--- src/hdl/bse_pkg.sv ---
// Package for the bit-serial BCH systematic encoder: widths, mode codes, the
// minimal polynomial tables and the generator polynomials built from them.
// No dependencies; every other file of the block imports this package.
package bse_pkg;

	// Widest parity section and the bits needed to index it.
	localparam int unsigned PARITY_MAX = 192;
	localparam int unsigned IDX_W      = $clog2(PARITY_MAX);
	localparam int unsigned LEN_W      = 16;
	localparam logic [LEN_W-1:0] INFO_CAP = 16'd58192;

	// Stream widths: one byte of data on each side, one user bit on the output.
	localparam int unsigned TDATA_W = 8;

	// Configuration register indexes.
	typedef logic [0:0] cfg_idx_t;
	localparam cfg_idx_t REG_CODE_MODE   = 1'd0;
	localparam cfg_idx_t REG_INFO_LENGTH = 1'd1;
	localparam int unsigned CFG_DATA_W   = 16;

	// Code modes.
	typedef logic [2:0] mode_t;
	localparam mode_t MODE_N8  = 3'd0;
	localparam mode_t MODE_N10 = 3'd1;
	localparam mode_t MODE_N12 = 3'd2;
	localparam mode_t MODE_S12 = 3'd3;
	localparam mode_t MODE_M12 = 3'd4;
	localparam int unsigned NUM_MODES = 5;

	localparam mode_t           CODE_MODE_RST   = MODE_N12;
	localparam logic [LEN_W-1:0] INFO_LENGTH_RST = 16'd32208;

	// Parity length of each mode.
	localparam logic [IDX_W:0] PARITY_LEN [NUM_MODES] = '{
		9'd128, 9'd160, 9'd192, 9'd168, 9'd180
	};

	// Minimal polynomials, lowest power on the left. Short and medium rows are
	// padded with zero coefficients to a common length.
	localparam logic [0:16] MIN_NORMAL [12] = '{
		17'b10110100000000001,
		17'b11001110100000001,
		17'b10111101111100001,
		17'b10101010010110101,
		17'b11110100111110001,
		17'b10101101111011111,
		17'b10100110111101011,
		17'b11100110110011101,
		17'b10000101011100001,
		17'b11100101101011101,
		17'b10110100010111001,
		17'b11000111010110001
	};

	localparam logic [0:16] MIN_MEDIUM [12] = '{
		17'b10110100000000010,
		17'b11001001001100010,
		17'b10101010101011010,
		17'b10110110101100010,
		17'b11101011001010010,
		17'b10001011000011010,
		17'b10101101000110110,
		17'b10101010110100110,
		17'b11101101010111010,
		17'b11111001001111010,
		17'b11101000010100010,
		17'b10101000101101110
	};

	localparam logic [0:16] MIN_SHORT [12] = '{
		17'b11010100000000100,
		17'b10000010100100100,
		17'b11100010011000100,
		17'b10001001101010100,
		17'b10101010110101100,
		17'b10010001110001100,
		17'b10100111001101100,
		17'b10000100111100100,
		17'b11110000011000100,
		17'b10010010010110100,
		17'b10001000000110100,
		17'b11110111101001100
	};

	// Builds the generator of a mode as the product of its minimal polynomials
	// over GF(2). Only the coefficients below the parity length are kept, since
	// the leading term never feeds back. Evaluated at elaboration only.
	function automatic logic [PARITY_MAX-1:0] gen_poly(int unsigned mode);
		logic [255:0]            g;
		logic [255:0]            acc;
		logic [0:16]             m;
		logic [PARITY_MAX-1:0]   r;
		int unsigned             nt;
		int unsigned             p;
		g  = 256'd1;
		nt = (mode == 0) ? 8 : ((mode == 1) ? 10 : 12);
		p  = PARITY_LEN[mode];
		for (int unsigned k = 0; k < nt; k++) begin
			if (mode == 3)
				m = MIN_SHORT[k];
			else if (mode == 4)
				m = MIN_MEDIUM[k];
			else
				m = MIN_NORMAL[k];
			acc = '0;
			for (int unsigned a = 0; a < 256; a++) begin
				if (g[a]) begin
					for (int unsigned i = 0; i < 17; i++) begin
						if (m[i] && (a + i < 256))
							acc[a + i] = ~acc[a + i];
					end
				end
			end
			g = acc;
		end
		for (int unsigned b = 0; b < PARITY_MAX; b++)
			r[b] = (b < p) ? g[b] : 1'b0;
		return r;
	endfunction

	localparam logic [PARITY_MAX-1:0] GEN_TABLE [NUM_MODES] = '{
		gen_poly(0), gen_poly(1), gen_poly(2), gen_poly(3), gen_poly(4)
	};

	// Configuration as seen by the datapath.
	typedef struct packed {
		mode_t            code_mode;
		logic [LEN_W-1:0] info_length;
	} cfg_t;

	// One step of the shift register.
	typedef struct packed {
		logic en;
		logic data_bit;
	} step_t;

	// One codeword bit with its flags.
	typedef struct packed {
		logic code_bit;
		logic is_parity;
		logic frame_last;
	} result_t;

endpackage

--- src/hdl/bse_lfsr.sv ---
// Division register of the BCH encoder: parity remainder, slot counter and
// the single-step update for one codeword bit.
// Depends on bse_pkg for the generator table, widths and shared structs.
module bse_lfsr import bse_pkg::*; (
	input  logic    clk,
	input  logic    arst_n,
	input  cfg_t    cfg,
	input  step_t   step,
	output result_t res
);

	logic [PARITY_MAX-1:0] parity_q;
	logic [LEN_W-1:0]      slot_q;

	mode_t                 mode_eff;
	logic [LEN_W-1:0]      k_eff;
	logic [IDX_W:0]        p_len;
	logic [IDX_W-1:0]      top_idx;
	logic [PARITY_MAX-1:0] parity_cur;
	logic [PARITY_MAX-1:0] parity_nxt;
	logic [LEN_W-1:0]      slot_nxt;
	logic [LEN_W:0]        last_slot;
	logic                  top_bit;
	logic                  info_slot;
	logic                  last;
	logic                  fb;

	// Unknown modes fall back to normal t=8; long frames are clamped.
	always_comb begin
		unique case (cfg.code_mode)
			MODE_N8:  mode_eff = MODE_N8;
			MODE_N10: mode_eff = MODE_N10;
			MODE_N12: mode_eff = MODE_N12;
			MODE_S12: mode_eff = MODE_S12;
			MODE_M12: mode_eff = MODE_M12;
			default:  mode_eff = MODE_N8;
		endcase
		k_eff = (cfg.info_length > INFO_CAP) ? INFO_CAP : cfg.info_length;
	end

	// Next remainder, next slot and the outgoing bit for this slot.
	always_comb begin
		p_len      = PARITY_LEN[mode_eff];
		top_idx    = IDX_W'(p_len - 1'b1);
		parity_cur = (slot_q == '0) ? '0 : parity_q;
		top_bit    = parity_cur[top_idx];
		info_slot  = slot_q < k_eff;
		last_slot  = {1'b0, k_eff} + (LEN_W+1)'(p_len) - 1'b1;
		last       = {1'b0, slot_q} >= last_slot;
		fb         = step.data_bit ^ top_bit;
		if (info_slot) begin
			parity_nxt = {parity_cur[PARITY_MAX-2:0], 1'b0}
				^ (fb ? GEN_TABLE[mode_eff] : '0);
			slot_nxt       = slot_q + 1'b1;
			res.code_bit   = step.data_bit;
			res.is_parity  = 1'b0;
			res.frame_last = 1'b0;
		end else begin
			parity_nxt     = {parity_cur[PARITY_MAX-2:0], 1'b0};
			slot_nxt       = last ? '0 : slot_q + 1'b1;
			res.code_bit   = top_bit;
			res.is_parity  = 1'b1;
			res.frame_last = last;
		end
	end

	// State advances once for every bit that moves into the result register.
	always_ff @(posedge clk or negedge arst_n) begin
		if (!arst_n) begin
			parity_q <= '0;
			slot_q   <= '0;
		end else if (step.en) begin
			parity_q <= parity_nxt;
			slot_q   <= slot_nxt;
		end
	end

endmodule

--- src/hdl/bch_systematic_encoder_core.sv ---
// Top level of the bit-serial BCH systematic encoder: stream ports,
// configuration registers, input and result registers around bse_lfsr.
// Depends on bse_pkg and bse_lfsr.
//
//   channel  | signals                              | direction
//   ---------+--------------------------------------+----------
//   input    | s_tvalid s_tready s_tdata            | slave
//   output   | m_tvalid m_tready m_tdata m_tuser    | master
//            | m_tlast                              |
//   config   | cfg_we cfg_index cfg_data            | write only
//
// One bit per clock cycle sustained while m_tready is held high; each bit
// passes through the input register, then the result register, on its way
// to the output. Reset clears the remainder, slot counter and valid flags
// and loads the configuration defaults (normal t=12, 32208 info bits). A
// stall at the output holds both stages; the input side keeps taking bits
// while a stage is free.
module bch_systematic_encoder_core import bse_pkg::*; (
	input  logic                  clk,
	input  logic                  arst_n,
	// Input stream. s_tdata bits: [0] data_bit, [7:1] zero.
	input  logic                  s_tvalid,
	output logic                  s_tready,
	input  logic [TDATA_W-1:0]    s_tdata,
	// Output stream. m_tdata bits: [0] code_bit, [7:1] zero.
	// m_tuser bits: [0] is_parity. m_tlast: frame_last.
	output logic                  m_tvalid,
	input  logic                  m_tready,
	output logic [TDATA_W-1:0]    m_tdata,
	output logic [0:0]            m_tuser,
	output logic                  m_tlast,
	// Configuration write port.
	input  logic                  cfg_we,
	input  cfg_idx_t              cfg_index,
	input  logic [CFG_DATA_W-1:0] cfg_data
);

	cfg_t    cfg_q;
	logic    valid_s1;
	logic    data_s1;
	logic    valid_s2;
	result_t res_s2;
	result_t res;
	step_t   step;
	logic    adv;

	// Configuration registers.
	always_ff @(posedge clk or negedge arst_n) begin
		if (!arst_n) begin
			cfg_q.code_mode   <= CODE_MODE_RST;
			cfg_q.info_length <= INFO_LENGTH_RST;
		end else if (cfg_we) begin
			unique case (cfg_index)
				REG_CODE_MODE:   cfg_q.code_mode   <= cfg_data[2:0];
				REG_INFO_LENGTH: cfg_q.info_length <= cfg_data[LEN_W-1:0];
				default: ;
			endcase
		end
	end

	// Handshake: the result stage moves when empty or taken, the input stage
	// when empty or when its bit moves on.
	assign adv      = !valid_s2 || m_tready;
	assign s_tready = !valid_s1 || adv;
	assign step.en       = valid_s1 && adv;
	assign step.data_bit = data_s1;

	// Input register.
	always_ff @(posedge clk or negedge arst_n) begin
		if (!arst_n)
			valid_s1 <= 1'b0;
		else if (s_tready)
			valid_s1 <= s_tvalid;
	end

	always_ff @(posedge clk) begin
		if (s_tvalid && s_tready)
			data_s1 <= s_tdata[0];
	end

	bse_lfsr u_lfsr (
		.clk    (clk),
		.arst_n (arst_n),
		.cfg    (cfg_q),
		.step   (step),
		.res    (res)
	);

	// Result register.
	always_ff @(posedge clk or negedge arst_n) begin
		if (!arst_n)
			valid_s2 <= 1'b0;
		else if (adv)
			valid_s2 <= valid_s1;
	end

	always_ff @(posedge clk) begin
		if (step.en)
			res_s2 <= res;
	end

	assign m_tvalid = valid_s2;
	assign m_tdata  = {{(TDATA_W-1){1'b0}}, res_s2.code_bit};
	assign m_tuser  = res_s2.is_parity;
	assign m_tlast  = res_s2.frame_last;

endmodule
--- config.mk ---
export PLATFORM = sky130hd
export DESIGN_NAME = bch_systematic_encoder_core
export DESIGN_NICKNAME = d
export VERILOG_FILES = /design/src/hdl/bse_pkg.sv /design/src/hdl/bse_lfsr.sv /design/src/hdl/bch_systematic_encoder_core.sv
export SDC_FILE = /design/constraint.sdc
export NUM_CORES = 1
export LEC_CHECK = 0
export ABC_CLOCK_PERIOD_IN_PS = 9150
export CAP_MARGIN = 20
export CORE_UTILIZATION = 60
export DETAILED_ROUTE_END_ITERATION = 10
export DONT_BUFFER_PORTS = 1
export PLACE_DENSITY_LB_ADDON = 0.08
export REMOVE_ABC_BUFFERS = 1
export SLEW_MARGIN = 20
export SYNTH_ARGS = -nofsm -noshare
export SYNTH_HDL_FRONTEND = slang
export SYNTH_SLANG_ARGS = --single-unit
--- constraint.sdc ---
create_clock -name clk -period 9.15 [get_ports clk]
set_input_delay 1.83 -clock clk [delete_from_list [all_inputs] [get_ports clk]]
set_output_delay 1.83 -clock clk [all_outputs]
set_load 0.02 [all_outputs]
==> results by group, run 1 <==
Status
  – Outcome: complete, no violations

Synthesis
  – Post-synthesis instance area: 14,000 µm²
  – Seq/Total Area, Yosys: 41.8%
  – Top FF cell, synth: dfrtp_1
  – Post-synthesis compound-gate area fraction: around 22%
  – Multiplexer fraction of the synthesized cell area: under 10%
  – Count of different cell masters after synthesis: between 60 and 70
  – Dominant combinational cell family by area after synthesis: compound AO/OA/AOI/OAI gates
  – Number of register bits inferred by synthesis: 233
  – Post-Synthesis Cells: around 1,600
  – Number of synthesized flops with an enable pin: 4
  – Synth Area in Adders: approximately 4.7%
  – Mean instance size in the synthesized netlist: 8.56 µm²
  – Share of synthesized flip-flops with an asynchronous set or reset: a little over nine tenths
  – Parity-gate share of the synthesized area counting xor and xnor cells: around 1.4%
  – Warnings from Yosys: 0
  – Simple-gate area share of the yosys netlist: between 20% and 30%

Clock network
  – Root Driver: clkbuf_16
  – Clk_lat worst skew: approximately 540 ps
  – Post CTS Setup Buffer Count: 0
  – CTS tree: built
  – CTS-repair resized insts: 0
  – Level count of the clock H-tree: 1
  – Num Clock Sinks: roughly 230
  – Clock Pin Slew Worst Setup and Hold Paths: about 60 ps
  – Bufs on Longest Clock Path: 3
  – Clock buffers created by TritonCTS: 27
  – CTS Hold Bufs: 0

Pwr
  – Share of power burned in combinational logic: 38.6%
  – Internal portion of total power: 2.81 mW
  – Power consumption: 4.53 mW
  – Clock network fraction of design power: 23.3%
  – Static power due to leakage: 6.45 nW
  – Peak supply drop: about 0.00020 V
  – Relative contribution of sequential cells to total power: a little under two fifths
  – Switching Fraction: between 30% and 40%
  – Power dissipated by switching net loads: around 1.7 mW
  – Pwr/cell area: between 300 and 400 nW/µm²

Cells and area
  – Net count reported at finish: 1,600
  – Fill cell instance count of the final layout: approximately 1,900
  – Total inserted antenna cells: 0
  – Proportion of layout cells with a drive suffix above 1: between 6 and 7%
  – Utilization after layout: around 65%
  – Area growth, synth to finish: 5.15%
  – Design Area, Final: 14,700 µm²

Die
  – Height of the die: 155 µm
  – DIE AREA: 24,000 µm²
  – Placeable Area: between 20,000 and 25,000 µm²
  – Die outline width: ~150 µm
  – I/O pin count: 42
  – Effective utilization at floorplan: between 60% and 70%
  – FP Rows: between 50 and 60

Timing
  – Final setup fails: 0
  – Worst Tran Pin Value: about 1100 ps
  – Slew headroom: between 20% and 30%
  – Setup_tns: 0 ps
  – Achievable frequency: ~0.15 GHz
  – Fin. max-slew vios: 0
  – Time the final worst path needs with I/O delays and setup: approximately 6600 ps
  – Final Cycle Share: 72.7%
  – Minimum hold slack: 467 ps
  – Final worst clock skew: ~9.3 ps
  – Final hold vios: 0
  – Unrepaired setup endpoints after global routing: no

Detailed routing
  – Number of DRC markers in iteration 0: 1,179
  – Post-detailed-route count of antenna-violating nets: 0
  – Length of the first detailed-routing pass in iterations: 5
  – Number of remaining DRC errors: 0
  – Routed vias: approximately 12,000
  – Total wirelength of the detailed-routed design: between 30,000 and 40,000 µm
  – Routed wirelength normalized by instance count: 18.2 µm
  – Avg Vias per Cell: between 6 and 7

Place
  – Cell area after placement: ~14,000 µm²
  – Number of input and output port buffers inserted: 0
  – Placer's final routability congestion estimate: 0.811
  – DP HPWL: 19,000 µm

Global routing
  – Final global-route overflow total: 0
  – Pin count of the biggest net entering global routing: between 200 and 250
  – Via count of the first global-routing pass: 10,700
  – Wire length of the first global-routing pass: 55,500 µm
  – Overall track demand over capacity in global routing: between 20 and 30%
  – Initial antenna violation count: 0

Worst setup path
  – Maximum fanout count along the critical path: 20
  – Cell mode on critical path: ha_1
  – Critical Path Start Type: flip-flop
  – Endpoint kind of the worst setup timing path: flip-flop
  – Critical Path Max Stage Delay: 700 ps
  – Critical path class: reg -> reg
  – Slowest cell on the critical path: nor3_2
  – CP Data Required Time: between 9000 and 10,000 ps
  – Critical path data arrival time: around 7000 ps
  – Crit path cell chain: nand2b_1 -> buf_4 -> clkinv_1 -> ha_1 -> inv_1 -> nor2_2 -> inv_1 -> ha_1 -> inv_1 -> ha_1 -> o21ai_0 -> a211oi_1 -> nand3_1 -> o31a_1 -> ha_1 -> nand3b_1 -> a311oi_1 -> o2111ai_1 -> o211ai_1 -> a21oi_1 -> nor3_2 -> o32ai_1

Job
  – Maximum capacitance violations: 0

Min path
  – Hold/Removal Path Class: reg -> reg
==> power by group through the flow <==
stage	logic [mW]	registers, mW	clock network (mW)
final	1.75	1.72	1.05
after global routing	1.97	1.78	1.11
after CTS	1.74	1.72	1.07
after detailed placement	1.73	1.73	0
after global placement	1.66	1.72	0
after floorplan	1.45	1.66	0
==> synthesized netlist by cell type (8+ instances only) <==
master	count	share of area [%]
dfstp_2	10	1.9
buf_2	36	1.3
nor2_1	205	5.5
mux2_2	19	1.5
clkbuf_1	111	3.0
xnor2_1	16	1.0
and3_1	8	0.36
nand2_1	233	6.2
buf_4	9	0.48
o21ai_0	20	0.71
a31oi_1	166	7.4
ha_1	51	4.5
nand3_1	54	1.9
dfrtp_1	219	39
buf_1	14	0.37
nand2b_1	11	0.49
a21o_1	26	1.4
nand4_1	136	6.1
a211o_1	10	0.62
a31o_1	131	8.2
inv_1	35	0.94
o211ai_1	13	0.70
a21oi_1	16	0.57
==> final cells by class <==
type	count	area (µm²)	area share (%)
inverter	37	146	0.993
sequential	233	5860	39.8
clock buffer	42	792	5.37
multi-input combinational	1204	7350	49.8
timing repair buffer	15	129	0.874
tap	313	392	2.66
clock inverter	8	73.8	0.501
==> metal layers <==
metal | GRT usage (%) | vias to the layer above | share of wire (%) | routed length (µm)
li1 | - | 5775 | - | -
met3 | 2.90 | 50 | 4.0 | 1350
met4 | 6.84 | 0 | 2.2 | 725
met5 | 0 | - | 0 | 0
met2 | 45.2 | 271 | 47 | 16000
met1 | 41.3 | 5940 | 46 | 15600
==> path summary, 6_finish.rpt <==
kind / start / to / slack, ps / depth (start not counted)
worst max-delay path: cfg_q[18] / u_lfsr.slot_q[3] / 2500 / 22
worst min-delay path: u_lfsr.parity_q[176] / u_lfsr.parity_q[176] / 470 / 2
worst max register to register: cfg_q[18] / u_lfsr.slot_q[3] / 2500 / 22
worst min register to register: u_lfsr.parity_q[176] / u_lfsr.parity_q[176] / 470 / 2
max in group asynchronous: arst_n / cfg_q[9] / 7570 / 0
min in group asynchronous: arst_n / u_lfsr.slot_q[11] / 990 / 0
==> sequential cells by signal (all words and copies together), names as in the netlist <==
| name | flops |
|---|---|
| data_s1 | 1 |
| m_tuser | 1 |
| m_tvalid | 1 |
| m_tlast | 1 |
| u_lfsr.parity_q | 192 |
| u_lfsr.slot_q | 16 |
| cfg_q | 19 |
| valid_s1 | 1 |
| m_tdata | 1 |
==> cell usage in the layout (no fill, tap or decap), types with 15 or more instances in the layout <==
| master | instances |
|---|---|
| ha_1 | 51 |
| nand3_1 | 54 |
| a31o_1 | 131 |
| a31oi_1 | 166 |
| nand2_1 | 232 |
| a21oi_1 | 15 |
| inv_1 | 34 |
| o21ai_0 | 20 |
| a21o_1 | 26 |
| xnor2_1 | 16 |
| nor2_1 | 204 |
| clkbuf_16 | 27 |
| dfrtp_1 | 219 |
| nand4_1 | 136 |
| mux2_2 | 19 |
==> critical path, delay by kind of cell, from the launching register on <==
family	cells	cell delay [ps]
adders and majority gates	4	1400
DFF	1	410
and+or+nand+nor	5	1210
buffers and inverters	5	1580
AOI/OAI and AO/OA	8	1880
==> cell families (layout without fill, tap and decap cells) <==
logic type / count (synthesis) / after routing
and+or+nand+nor: 679 / 679
adders and majority gates: 52 / 52
muxes: 20 / 20
buffers and inverters: 207 / 102
DFF: 233 / 233
other: 1 / 7
AOI/OAI and AO/OA: 423 / 423
xor gates and xnor gates: 23 / 23
==> through the flow <==
stage / setup WS [ps] / std cells
floorplan: -2520 / 1474
global placement: 2810 / 1802
detailed placement: 2560 / 1802
CTS: 2530 / 1852
global route: 1960 / 1852
finish: 2500 / 1852
Note: power is estimated with default switching activity, not from simulation.
==> run 2: changes to the inputs <==
ABC_CLOCK_PERIOD_IN_PS = 6950   (was 9150)
clock period = 6.95 ns   (was 9.15 ns; I/O delays follow)
==> run 2 against run 1 <==
  * Sequential power grew 32%
  * First-iteration DRC count up 7.7%
  * Utilization is essentially flat
  * Critical endpoint is now u_lfsr.slot_q[4]
  * Power increased by 31%
  * Via count hardly changed
  * Combinational power up 32%
  * Routed wire length barely moved
==> results by group, run 2 (synthesis gave the netlist of run 1 again) <==
Global routing
  – Pin count of the biggest net entering global routing: 230 (unchanged)
  – Via count of the first global-routing pass: 10,900 (+2.1%)
  – Final global-route overflow total: 0 (unchanged)
  – Initial antenna violation count: 0 (unchanged)
  – Wire length of the first global-routing pass: 56,500 µm (+1.9%)
  – Overall track demand over capacity in global routing: 28.5% (+0.26 points)

Detailed routing
  – Routed wirelength normalized by instance count: 18.1 µm (-0.13%)
  – Routed vias: 12,000 (-0.042%)
  – Number of DRC markers in iteration 0: 1,270 (+7.7%)
  – Total wirelength of the detailed-routed design: 33,600 µm (about the same)
  – M1 WL: 15,800 µm (+0.85%)
  – Number of remaining DRC errors: 0 (unchanged)
  – Top routing layer used: met4
  – Avg Vias per Cell: 6.49 (about the same)
  – Post-detailed-route count of antenna-violating nets: 0 (unchanged)
  – Wire length on met3: 1630 µm (+21%)
  – Length of the first detailed-routing pass in iterations: 5 (unchanged)
  – Met2 WL: 15,400 µm (-3.4%)

Timing
  – Final hold vios: 0 (unchanged)
  – Final worst clock skew: 9.58 ps (+0.249 ps)
  – Minimum hold slack: 469 ps (+1.89 ps)
  – Achievable frequency: 0.171 GHz (+13%)
  – Final setup fails: 0 (unchanged)
  – Unrepaired setup endpoints after global routing: no
  – Slew headroom: 24.8% (-0.041 points)
  – Worst Tran Pin Value: 1130 ps (+0.612 ps)
  – Fin. max-slew vios: 0 (unchanged)
  – Final Cycle Share: 84.3% (+12 points)
  – Setup_tns: 0 ps (unchanged)
  – Time the final worst path needs with I/O delays and setup: 5860 ps (-789 ps)

Place
  – Number of input and output port buffers inserted: 0 (unchanged)
  – DP HPWL: 18,800 µm (-0.91%)
  – Cell area after placement: 13,900 µm² (+0.23%)
  – Placer's final routability congestion estimate: 0.849 (+4.6%)

Die
  – DIE AREA: 24,000 µm² (unchanged)
  – I/O pin count: 42 (unchanged)
  – Height of the die: 155 µm (unchanged)
  – Placeable Area: 22,800 µm² (unchanged)
  – Die outline width: 155 µm (unchanged)
  – FP Rows: 55 (unchanged)
  – Effective utilization at floorplan: 61.6% (unchanged)

Pwr
  – Switching Fraction: 38.5% (+0.59 points)
  – Power consumption: 5.92 mW (+31%)
  – Peak supply drop: 0.000323 V (+61%)
  – Pwr/cell area: 401 nW/µm² (+31%)
  – Internal portion of total power: 3.64 mW (+29%)
  – Share of power burned in combinational logic: 39.1% (+0.5 points)
  – Static power due to leakage: 6.44 nW (-0.12%)
  – Clock network fraction of design power: 22.6% (-0.7 points)
  – Relative contribution of sequential cells to total power: 38.3% (+0.2 points)
  – Power dissipated by switching net loads: 2.28 mW (+33%)

Cells and area
  – Largest reg by FF count: u_lfsr.parity_q
  – Largest registers ranked by flip-flop count: u_lfsr.parity_q x192, cfg_q x19, u_lfsr.slot_q x16
  – Proportion of layout cells with a drive suffix above 1: 6.23% (-0.13 points)
  – Total inserted antenna cells: 0 (unchanged)
  – Flip-flop count of the largest register, all copies and words added: 192 (unchanged)
  – Design Area, Final: 14,700 µm² (about the same)
  – Area growth, synth to finish: 5.09% (about the same)
  – Commonest non-fill, non-tap cell in the layout: nand2_1
  – Net count reported at finish: 1,601 (+0.063%)
  – Fill cell instance count of the final layout: 1,924 (-0.57%)
  – Utilization after layout: 64.7% (about the same)
  – Commonest cells after routing, fill and taps aside: nand2_1, dfrtp_1, nor2_1

Worst setup path
  – Minimum setup slack among reg-to-reg paths: 1090 ps (-1410 ps)
  – Maximum fanout count along the critical path: 16 (-20%)
  – CP Data Required Time: 7370 ps (-2150 ps)
  – Endpoint kind of the worst setup timing path: flip-flop
  – Critical path class: reg -> reg
  – Critical path data arrival time: 6290 ps (-730 ps)
  – Critical Path Start Type: flip-flop

Clock network
  – Post CTS Setup Buffer Count: 0 (unchanged)
  – CTS tree: built
  – Clock buffers created by TritonCTS: 27 (unchanged)
  – Level count of the clock H-tree: 1 (unchanged)
  – Root Driver: clkbuf_16
  – CTS Hold Bufs: 0 (unchanged)
  – Clk_lat worst skew: 560 ps (+20 ps)
  – Clock Pin Slew Worst Setup and Hold Paths: 60 ps (about the same)
  – Num Clock Sinks: 233 (unchanged)
  – Bufs on Longest Clock Path: 3 (unchanged)
  – CTS-repair resized insts: 0 (unchanged)

Status
  – Outcome: complete, no violations

Min path
  – Hold/Removal Path Class: reg -> reg

Job
  – Maximum capacitance violations: 0 (unchanged)
[run 2: cell count changes in the layout (fill, tap and decap cells not counted)]
cell	before	now
a21oi_2	2	1
a21oi_4	0	1
buf_12	1	3
buf_4	13	12
bufinv_16	1	0
clkbuf_1	9	12
clkbuf_8	6	2
clkinv_2	4	5
clkinv_4	0	2
clkinvlp_4	2	1
inv_16	0	1
inv_6	1	0
[run 2: per-layer routing]
| metal | GRT usage, % | up-vias |
|---|---|---|
| met5 | 0 | - |
| met4 | 8.44 | 0 |
| met2 | 44.1 | 293 |
| met1 | 42.1 | 5916 |
| li1 | - | 5770 |
| met3 | 3.37 | 52 |
[run 2: final cells by class]
type | count | area (µm²) | share of cell area, %
multi-input combinational | 1204 | 7360 | 49.9
tap | 313 | 392 | 2.66
clock inverter | 9 | 70.1 | 0.475
clock buffer | 41 | 748 | 5.08
timing repair buffer | 16 | 161 | 1.10
sequential | 233 | 5860 | 39.8
inverter | 37 | 146 | 0.993
[run 2: path summary, 6_finish.rpt]
check / cells past startpoint / from / endpoint
hold / removal: 2 / u_lfsr.parity_q[174] / u_lfsr.parity_q[174]
hold reg to reg: 2 / u_lfsr.parity_q[174] / u_lfsr.parity_q[174]
min in group asynchronous: 0 / arst_n / u_lfsr.slot_q[13]
setup reg to reg: 24 / cfg_q[18] / u_lfsr.slot_q[4]
max in group asynchronous: 0 / arst_n / cfg_q[10]
setup / recovery: 24 / cfg_q[18] / u_lfsr.slot_q[4]
[run 2: critical path: stages, from the launching register on]
cell and delay [ps]:
dfrtp_1 420, nand2b_1 160, buf_4 200, inv_1 520
ha_1 460, nand2_1 190, ha_1 310, inv_1 40
ha_1 310, nor2b_1 130, o21ai_0 90, a21boi_0 170
o21ai_0 130, a211oi_1 460, nand3_1 220, o31a_1 290
ha_1 330, nand3b_1 80, a311oi_1 350, o2111ai_1 170
o211ai_1 110, a21oi_1 130, nor3_2 110, buf_4 220
o32ai_1 90
[run 2: through the flow]
stage | worst slack, ps | instances
floorplan | -4720 | 1474
global placement | 1250 | 1803
global route | 563 | 1853
finish | 1090 | 1853
CTS | 1130 | 1853
detailed placement | 1130 | 1803
[run 2: power groups by stage]
| stage | registers (mW) | logic (mW) | clock network, mW |
|---|---|---|---|
| global placement | 2.26 | 2.19 | 0 |
| finish | 2.27 | 2.31 | 1.34 |
| floorplan | 2.18 | 1.91 | 0 |
| detailed placement | 2.28 | 2.29 | 0 |
| CTS | 2.26 | 2.31 | 1.36 |
| global route | 2.33 | 2.62 | 1.41 |
